===== src/rtl/core/ess_pkg.sv =====
package ess_pkg;

   // field widths
   localparam int FID_W   = 31;
   localparam int FOFF_W  = 48;
   localparam int LOFF_W  = 48;
   localparam int ELEN_W  = 32;
   localparam int SLICE_W = 33;
   localparam int PLEN_W  = 33;

   // packed channel widths (padded to whole bytes)
   localparam int REQ_DATA_W = 160;
   localparam int RSP_DATA_W = 160;

   // defaults
   localparam int MAX_PIECES_DEF = 64;
   localparam logic [SLICE_W-1:0] SLICE_RESET = 33'd1048576;

   // sequencer states
   typedef enum logic [1:0] {
      ST_IDLE,
      ST_DIV,
      ST_EVAL,
      ST_SEND
   } ess_state_type;

endpackage


===== src/rtl/core/extent_slice_splitter_top.sv =====
// Channel   | Dir | Payload
// ----------+-----+------------------------------------------------------------
// req_      | in  | tdata: file_id, file_offset, store_offset, extent_length
// rsp_      | out | tdata: piece fields; tlast: last_piece; tuser: too_many_pieces
// csr_      | in  | wr_en / wr_data: slice_size
//
// One request is accepted in ST_IDLE; ST_DIV then uses the shared subtractor to find
// file_offset mod slice_size (one quotient bit per cycle), ST_EVAL classifies it,
// then pieces go out at one per cycle while the consumer keeps rsp_tready high.
// With slice_size zero the request skips the division and goes out as one piece.
// req_tready is high only while idle; rsp_tready low holds the current piece.
// Reset is synchronous; it loads slice_size with 1 MiB and returns to idle.
module extent_slice_splitter_top #(
   parameter int MAX_PIECES = ess_pkg::MAX_PIECES_DEF
) (
   input  logic                             clock,
   input  logic                             reset,
   // config
   input  logic                             csr_wr_en,
   input  logic [ess_pkg::SLICE_W-1:0]      csr_wr_data,
   // request channel
   input  logic                             req_tvalid,
   output logic                             req_tready,
   // [30:0] file_id, [78:31] file_offset, [126:79] store_offset,
   // [158:127] extent_length, [159] zero
   input  logic [ess_pkg::REQ_DATA_W-1:0]   req_tdata,
   // result channel
   output logic                             rsp_tvalid,
   input  logic                             rsp_tready,
   // [30:0] piece_file_id, [78:31] piece_file_offset,
   // [126:79] piece_store_offset, [159:127] piece_length
   output logic [ess_pkg::RSP_DATA_W-1:0]   rsp_tdata,
   output logic                             rsp_tlast,  // last_piece
   output logic                             rsp_tuser   // too_many_pieces
);
   import ess_pkg::*;

   localparam int CAP_W    = SLICE_W + $clog2(MAX_PIECES + 1);
   localparam int DIV_STEPS = FOFF_W;
   localparam int CNT_W    = $clog2(DIV_STEPS);
   localparam int TOT_W    = SLICE_W + 1;

   ess_state_type state_ff, state_in;

   logic [SLICE_W-1:0] slice_ff;
   logic [CAP_W-1:0]   cap_ff;

   logic [FID_W-1:0]   fid_ff,  fid_in;
   logic [FOFF_W-1:0]  foff_ff, foff_in;
   logic [LOFF_W-1:0]  loff_ff, loff_in;
   logic [PLEN_W-1:0]  plen_ff, plen_in;
   logic               last_ff, last_in;
   logic               ovf_ff,  ovf_in;
   logic [TOT_W-1:0]   left_ff, left_in;
   logic [SLICE_W-1:0] rem_ff,  rem_in;
   logic [CNT_W-1:0]   cnt_ff,  cnt_in;

   // shared subtractor: operand minus slice_size
   logic [TOT_W-1:0]   sub_a;
   logic [TOT_W:0]     sub_diff;
   logic               sub_borrow;
   logic [TOT_W-1:0]   tot;

   assign sub_diff   = {1'b0, sub_a} - {2'b00, slice_ff};
   assign sub_borrow = sub_diff[TOT_W];
   assign tot        = {1'b0, rem_ff} + {2'b00, left_ff[ELEN_W-1:0]};

   // outputs
   assign rsp_tdata = {plen_ff, loff_ff, foff_ff, fid_ff};
   assign rsp_tlast = last_ff;
   assign rsp_tuser = ovf_ff;

   // sequencer: next state and datapath updates
   always_comb begin
      state_in   = state_ff;
      fid_in     = fid_ff;
      foff_in    = foff_ff;
      loff_in    = loff_ff;
      plen_in    = plen_ff;
      last_in    = last_ff;
      ovf_in     = ovf_ff;
      left_in    = left_ff;
      rem_in     = rem_ff;
      cnt_in     = cnt_ff;
      sub_a      = left_ff;
      req_tready = 1'b0;
      rsp_tvalid = 1'b0;
      case (state_ff)
         ST_IDLE: begin
            req_tready = 1'b1;
            if (req_tvalid) begin
               fid_in  = req_tdata[FID_W-1:0];
               foff_in = req_tdata[FID_W +: FOFF_W];
               loff_in = req_tdata[FID_W+FOFF_W +: LOFF_W];
               left_in = {2'b00, req_tdata[FID_W+FOFF_W+LOFF_W +: ELEN_W]};
               rem_in  = '0;
               cnt_in  = CNT_W'(DIV_STEPS - 1);
               ovf_in  = 1'b0;
               if (slice_ff == '0) begin
                  // no slicing: pass through as one piece
                  plen_in  = {1'b0, req_tdata[FID_W+FOFF_W+LOFF_W +: ELEN_W]};
                  last_in  = 1'b1;
                  state_in = ST_SEND;
               end else begin
                  state_in = ST_DIV;
               end
            end
         end
         ST_DIV: begin
            // restoring remainder step, MSB of file offset first
            sub_a  = {rem_ff, foff_ff[cnt_ff]};
            rem_in = sub_borrow ? sub_a[SLICE_W-1:0] : sub_diff[SLICE_W-1:0];
            cnt_in = cnt_ff - 1'b1;
            if (cnt_ff == '0) begin
               state_in = ST_EVAL;
            end
         end
         ST_EVAL: begin
            // tot = offset within slice + length; compare against one slice
            sub_a    = tot;
            state_in = ST_SEND;
            if (sub_borrow || (sub_diff == '0)) begin
               plen_in = {1'b0, left_ff[ELEN_W-1:0]};
               last_in = 1'b1;
            end else if (CAP_W'(tot) > cap_ff) begin
               fid_in  = '0;
               foff_in = '0;
               loff_in = '0;
               plen_in = '0;
               last_in = 1'b0;
               ovf_in  = 1'b1;
            end else begin
               plen_in = slice_ff - rem_ff;
               left_in = sub_diff[TOT_W-1:0];
               last_in = 1'b0;
            end
         end
         ST_SEND: begin
            rsp_tvalid = 1'b1;
            sub_a      = left_ff;
            if (rsp_tready) begin
               if (last_ff || ovf_ff) begin
                  state_in = ST_IDLE;
               end else begin
                  foff_in = foff_ff + FOFF_W'(plen_ff);
                  loff_in = loff_ff + LOFF_W'(plen_ff);
                  if (!sub_borrow && (sub_diff != '0)) begin
                     plen_in = slice_ff;
                     left_in = sub_diff[TOT_W-1:0];
                  end else begin
                     plen_in = left_ff[PLEN_W-1:0];
                     last_in = 1'b1;
                  end
               end
            end
         end
         default: begin
            state_in = ST_IDLE;
         end
      endcase
   end

   // control registers
   always_ff @(posedge clock) begin
      if (reset) begin
         state_ff <= ST_IDLE;
         slice_ff <= SLICE_RESET;
         cap_ff   <= CAP_W'(SLICE_RESET) * CAP_W'(MAX_PIECES);
      end else begin
         state_ff <= state_in;
         if (csr_wr_en) begin
            slice_ff <= csr_wr_data;
         end
         // largest span that still fits in MAX_PIECES slices
         cap_ff <= CAP_W'(slice_ff) * CAP_W'(MAX_PIECES);
      end
   end

   // payload registers
   always_ff @(posedge clock) begin
      fid_ff  <= fid_in;
      foff_ff <= foff_in;
      loff_ff <= loff_in;
      plen_ff <= plen_in;
      last_ff <= last_in;
      ovf_ff  <= ovf_in;
      left_ff <= left_in;
      rem_ff  <= rem_in;
      cnt_ff  <= cnt_in;
   end

`ifndef SYNTH
   // no new request while a piece is on offer
   a_busy_while_sending: assert property (@(posedge clock) disable iff (reset)
      rsp_tvalid |-> !req_tready)
      else $error("request accepted while result pending");

   // overflow result carries zero fields and no last flag
   a_ovf_clean: assert property (@(posedge clock) disable iff (reset)
      (rsp_tvalid && rsp_tuser) |-> ((rsp_tdata == '0) && !rsp_tlast))
      else $error("overflow result not cleared");

   // pieces never exceed one slice when slicing is on
   a_piece_fits: assert property (@(posedge clock) disable iff (reset)
      (rsp_tvalid && !rsp_tuser && (slice_ff != '0)) |-> ({1'b0, plen_ff} <= {1'b0, slice_ff}))
      else $error("piece longer than slice");

   // final piece handshake returns the sequencer to idle
   a_end_to_idle: assert property (@(posedge clock) disable iff (reset)
      (rsp_tvalid && rsp_tready && (rsp_tlast || rsp_tuser)) |=> req_tready)
      else $error("sequencer did not return to idle");

   // remainder is below the slice size once the division ends
   a_rem_bound: assert property (@(posedge clock) disable iff (reset)
      (state_ff == ST_EVAL) |-> (rem_ff < slice_ff))
      else $error("remainder out of range");
`endif

endmodule


===== config.mk =====
export PLATFORM = sky130hd
export DESIGN_NAME = extent_slice_splitter_top
export DESIGN_NICKNAME = d
export VERILOG_FILES = /design/src/rtl/core/ess_pkg.sv /design/src/rtl/core/extent_slice_splitter_top.sv
export SDC_FILE = /design/constraint.sdc
export NUM_CORES = 1
export LEC_CHECK = 0
export BUFFER_PORTS_ARGS = -buffer_cell sky130_fd_sc_hd__buf_4
export CORE_ASPECT_RATIO = 1.75
export CORE_MARGIN = 2
export CORE_UTILIZATION = 45
export DETAILED_ROUTE_END_ITERATION = 7
export GPL_TIMING_DRIVEN = 0
export PLACE_DENSITY = 0.69
export SLEW_MARGIN = 20
export SYNTH_ARGS = -nofsm -noshare
export SYNTH_HDL_FRONTEND = slang
export SYNTH_SLANG_ARGS = --single-unit
export TNS_END_PERCENT = 1

===== constraint.sdc =====
create_clock -name clock -period 20.2 [get_ports clock]
set_input_delay 3.03 -clock clock [delete_from_list [all_inputs] [get_ports clock]]
set_output_delay 3.03 -clock clock [all_outputs]
set_load 0.05 [all_outputs]

==> results.toml, run 1 <==
[run_status]
outcome = "complete, no violations"

[floorplan]
core_um2 = 50600
std_cell_rows = 109
ios = 362
die_x_um = 175
start_util_pct = 45.5
dieHeight_um = 303
die_area_um2 = 53000

[synthesis]
synth_nets = 2980
synthesis.area_um2 = 23000
syn_inst = 2580
synth-main-ff-cell = "edfxtp_1"
yosysSeqAreaShare_pct = 36.6
syn-mean-instance-area_um2 = 8.92
ys_async_sr_fraction_pct = 0
yosys.cell_types.count = 84
synth-edff-count = 235
yosys_warnings = 0
synth_seq_cells = 303

[critical_path]
cp-start-kind = "register"
critical_path_class = "register to register"
rr_startpoint = "left_ff[0]"
r2r_end = "left_ff[18]"
crit_required_ns = 20.50
arrival_ns = 9.79
cp_max_fo = 20
end_kind = "register"
rrSetupSlack_ns = 10.71
ff2ff_path_depth = 27

[placement]
gp_congestion = 1.05
place.port_buffers = 358
hpwl_mm = 78.2

[clocking]
post_cts_resized = 0
clock_latency_ns = 0.60
cts_buffer_depth = 3
cts_max_level = 1
cts_setup_buffers = 0
cts_buffers = 30
cts_hold_buf = 0
cts_sinks = 303
cts-root-buf = "clkbuf_16"
cts_tree = "done"
clk_pin_slew_ns = 0.08

[sta]
fin_crit_sh_pct = 47.0
worst_pin_slew_ns = 1.25
grt_setup_unrepaired = "no"
fin_crit_ns = 9.49
hold_slack_ns = 0.574
final_max_slew_viol_count = 0
worst_slew_margin_rel_pct = 16.4
setup_viol = 0
hold_viol = 0
finClkSkew_ns = 0.0278
finalSetupTns_ns = 0
fmax_mhz = 105

[grt]
grt_pass1_vias = 22400
grt_max_degree = 33
grt_pass1_wl_mm = 138
grt-ovfl-total = 0
track_usage_pct = 34.9
antenna_found_initial = 2

[route]
drc = 0
antenna_left = 0
routed_wl_mm = 95.7
vias_per_cell = 6.11
dr_total_vias = 22400
dr.first_iter.drc_count = 2093
dr.pass1.iters = 7
wire_per_inst_um = 26.1

[flow_run]
max_cap_viol_count = 0

[layout]
drive_gt1_share_pct = 16.2
final_common_cell = "buf_4"
syn2layout_area_growth_pct = 21.3
final_cell_mix = "buf_4 (360), nand2_1 (298), edfxtp_1 (235)"
fill_cells = 4681
finalNetCount = 3378

[hold_path]
hp-class = "register to register"
min_to = "state_ff[0]"
holdCritStartpoint = "state_ff[0]"
hold_depth = 2
## worst max-delay path: stages (launching register included)
cell,delay (ns)
edfxtp_1,0.48
ha_1,0.31
fa_1,0.42
a21o_1,0.20
a21oi_1,0.31
o21ai_0,0.20
a41oi_1,0.41
o21bai_1,0.11
a21oi_1,0.25
xnor2_1,0.14
a22oi_1,0.16
a21oi_1,0.10
ha_1,0.30
clkbuf_1,0.28
and3_1,0.23
nand3_1,0.16
a211oi_1,0.66
o21ai_1,0.27
a2111oi_1,1.03
o21ai_0,0.35
nand3_1,0.19
a21oi_1,0.12
o2111ai_1,0.43
o21a_1,0.24
clkbuf_1,0.61
o21ai_0,0.27
a21oi_4,0.69
buf_16,0.25
## flip-flops by register name, summed over array words and instances, names as in the netlist
register   count
foff_ff       48
cnt_ff         6
left_ff       34
state_ff       2
fid_ff        31
rem_ff        33
plen_ff       33
rsp_tuser      1
slice_ff      33
loff_ff       48
cap_ff        33
rsp_tlast      1
## how the worst max path moves through the flow
stage,from,end,slack [ns],cells past startpoint
after CTS,left_ff[0],left_ff[18],10.94,27
after global placement,cnt_ff[1],loff_ff[3],5.36,23
final,left_ff[0],left_ff[18],10.71,27
after global routing,rem_ff[0],left_ff[4],10.62,27
after detailed placement,left_ff[0],left_ff[4],11.03,27
after floorplan,rem_ff[0],foff_ff[0],9.96,28
## area by class of cell
class                   instances  area [um2]  area share (%)
clock buffers                  38         865            3.10
multi-input cells            2017       13700            48.9
repair buffers                366        2880            10.3
flip-flops and latches        303        8420            30.1
inverters                     160         601            2.15
plain buffers                 100         392            1.40
well taps                     666         833            2.98
diodes                          2        5.00          0.0179
clock inverters                18         269           0.963
## per-layer routing
metal / part of all wire (%) / track usage, % / vias to the layer above / routed length [um]
met1: 35 / 37.2 / 10800 / 33500
met2: 51 / 64.3 / 1121 / 48800
met3: 5.7 / 3.51 / 310 / 5500
li1: - / - / 10200 / -
met5: 0.014 / 0 / - / 13
met4: 8.2 / 24.7 / 2 / 7870
## cell usage after synthesis (all sizes together) (25+ instances only)
library cell | count | area share [%]
a211oi | 29 | 0.95
a21o | 90 | 2.9
a21oi | 209 | 4.6
a22oi | 42 | 1.4
and3 | 32 | 0.87
clkbuf | 83 | 1.4
dfxtp | 68 | 5.9
edfxtp | 235 | 31
ha | 197 | 11
inv | 159 | 2.6
mux2i | 48 | 2.1
nand2 | 298 | 4.9
nand3 | 40 | 0.87
nor2 | 223 | 3.6
nor2b | 51 | 1.4
nor3 | 36 | 0.78
o21a | 25 | 0.82
o21ai | 196 | 4.3
o21bai | 29 | 0.95
xnor2 | 86 | 3.3
xor2 | 76 | 2.9
## per-stage QoR
step | setup slack (ns) | util [%] | instances | cell area (um2)
6_report | 10.71 | 55.2 | 3670 | 27900
4_1_cts | 10.94 | 55.2 | 3668 | 27900
2_1_floorplan | 9.96 | - | 2580 | 23000
5_1_grt | 10.62 | 55.2 | 3669 | 27900
3_5_place_dp | 11.03 | 52.9 | 3612 | 26800
3_3_place_gp | 5.36 | 52.5 | 3604 | 26500
## kinds of logic after synthesis
kind of cell,share of synthesized area (%)
AOI/OAI and AO/OA,21.9
buffers and inverters,4.31
and+or+nand+nor,16.2
DFF,36.6
muxes,3.75
xor gates and xnor gates,6.16
adders and majority gates,11.1
Power of run 1 is left out: the tool's default activity adds up to more than one toggle a clock period on the data nets, which glitch-free logic cannot reach.
==> run 2, diff against run 1 <==
clock period = 9.67 ns   (was 20.2 ns; I/O delays follow)
==> results.toml, run 2 (same netlist as run 1, synthesis figures left out) <==
[layout]
seq_area_um2 = 8420
final_common_cell = "buf_4"
utilization_pct = 54.9
finalNetCount = 3380
top_regs = "foff_ff (48), loff_ff (48), left_ff (34)"
drive_gt1_share_pct = 16.1
multi_input_area_um2 = 13700
fill_cells = 4716
final_cell_mix = "buf_4 (360), nand2_1 (298), edfxtp_1 (235)"
syn2layout_area_growth_pct = 20.6

[critical_path]
cp_max_fo = 21
cp-start-kind = "register"
arrival_ns = 9.22
critical_path_class = "register to register"
crit_required_ns = 9.96
end_kind = "register"

[floorplan]
core_um2 = 50600
die_x_um = 175
ios = 362
std_cell_rows = 109
start_util_pct = 45.5
dieHeight_um = 303
die_area_um2 = 53000

[route]
drc = 0
dr_total_vias = 22100
wire_per_inst_um = 25.8
dr.first_iter.drc_count = 1949
routed_wl_mm = 94.7
vias_per_cell = 6.01
antenna_left = 0
dr.pass1.iters = 6

[sta]
setup_viol = 0
fin_crit_ns = 8.93
hold_viol = 0
worst_slew_margin_rel_pct = 25.7
grt_setup_unrepaired = "no"
finalSetupTns_ns = 0
worst_pin_slew_ns = 1.11
final_max_slew_viol_count = 0
finClkSkew_ns = 0.0148
fmax_mhz = 112
hold_slack_ns = 0.558
fin_crit_sh_pct = 92.4

[grt]
track_usage_pct = 34.5
grt_max_degree = 33
grt_pass1_vias = 21900
grt-ovfl-total = 0
grt_pass1_wl_mm = 137
antenna_found_initial = 3

[clocking]
cts_max_level = 1
cts_sinks = 303
cts_tree = "done"
clock_latency_ns = 0.60
cts_setup_buffers = 0
cts_buffer_depth = 3
cts_hold_buf = 0
cts-root-buf = "clkbuf_16"
post_cts_resized = 0
clk_pin_slew_ns = 0.07
cts_buffers = 31

[placement]
gp_congestion = 1.04
hpwl_mm = 77.9
place.port_buffers = 358

[flow_run]
max_cap_viol_count = 0

[hold_path]
hp-class = "register to register"

[run_status]
outcome = "complete, no violations"
==> run 2: cell type report <==
class	instances	area share [%]
repair buffers	367	10.4
clock inverters	22	0.563
clock buffers	35	2.85
diodes	3	0.0270
multi-input cells	2017	49.2
well taps	666	3.00
flip-flops and latches	303	30.3
plain buffers	100	1.41
inverters	160	2.16
==> run 2: stage by stage <==
step           instance area, um2  cells  setup slack [ns]
2_1_floorplan               23000   2580              1.27
4_1_cts                     27800   3670             0.699
6_report                    27800   3673             0.738
3_3_place_gp                26500   3604             -2.20
3_5_place_dp                26800   3613             0.722
5_1_grt                     27800   3672             0.198
==> run 2: worst paths after layout <==
path	start	endpoint	slack [ns]	cells after the start
worst max-delay path	rem_ff[0]	left_ff[3]	0.74	27
worst max register to register	rem_ff[0]	left_ff[3]	0.74	27
worst min register to register	state_ff[1]	state_ff[1]	0.56	2
worst min-delay path	state_ff[1]	state_ff[1]	0.56	2
==> run 2: layer usage <==
layer,part of all wire [%],global-route usage [%]
met1,35,37.7
met2,51,63.2
met3,6.2,3.52
met4,7.7,23.1
met5,0.012,0
==> run 2: critical path, stage by stage, from the launching register on <==
cell and delay, ns:
edfxtp_1 0.48, ha_1 0.28, fa_1 0.41, a21o_1 0.20, a21oi_1 0.28, o21ai_0 0.20
a41oi_1 0.40, o21bai_1 0.12, a21oi_1 0.24, xnor2_1 0.15, a22oi_1 0.15, a21oi_1 0.09
ha_1 0.30, clkbuf_1 0.26, and3_1 0.23, nand3_1 0.14, a211oi_1 0.56, o21ai_1 0.25
a2111oi_1 0.87, o21ai_0 0.29, nand3_1 0.20, a21oi_1 0.10, o2111ai_1 0.40, o21a_1 0.23
clkbuf_1 0.63, o21ai_0 0.27, a21oi_4 0.59, buf_16 0.25
Power of run 2 is left out for the same reason.
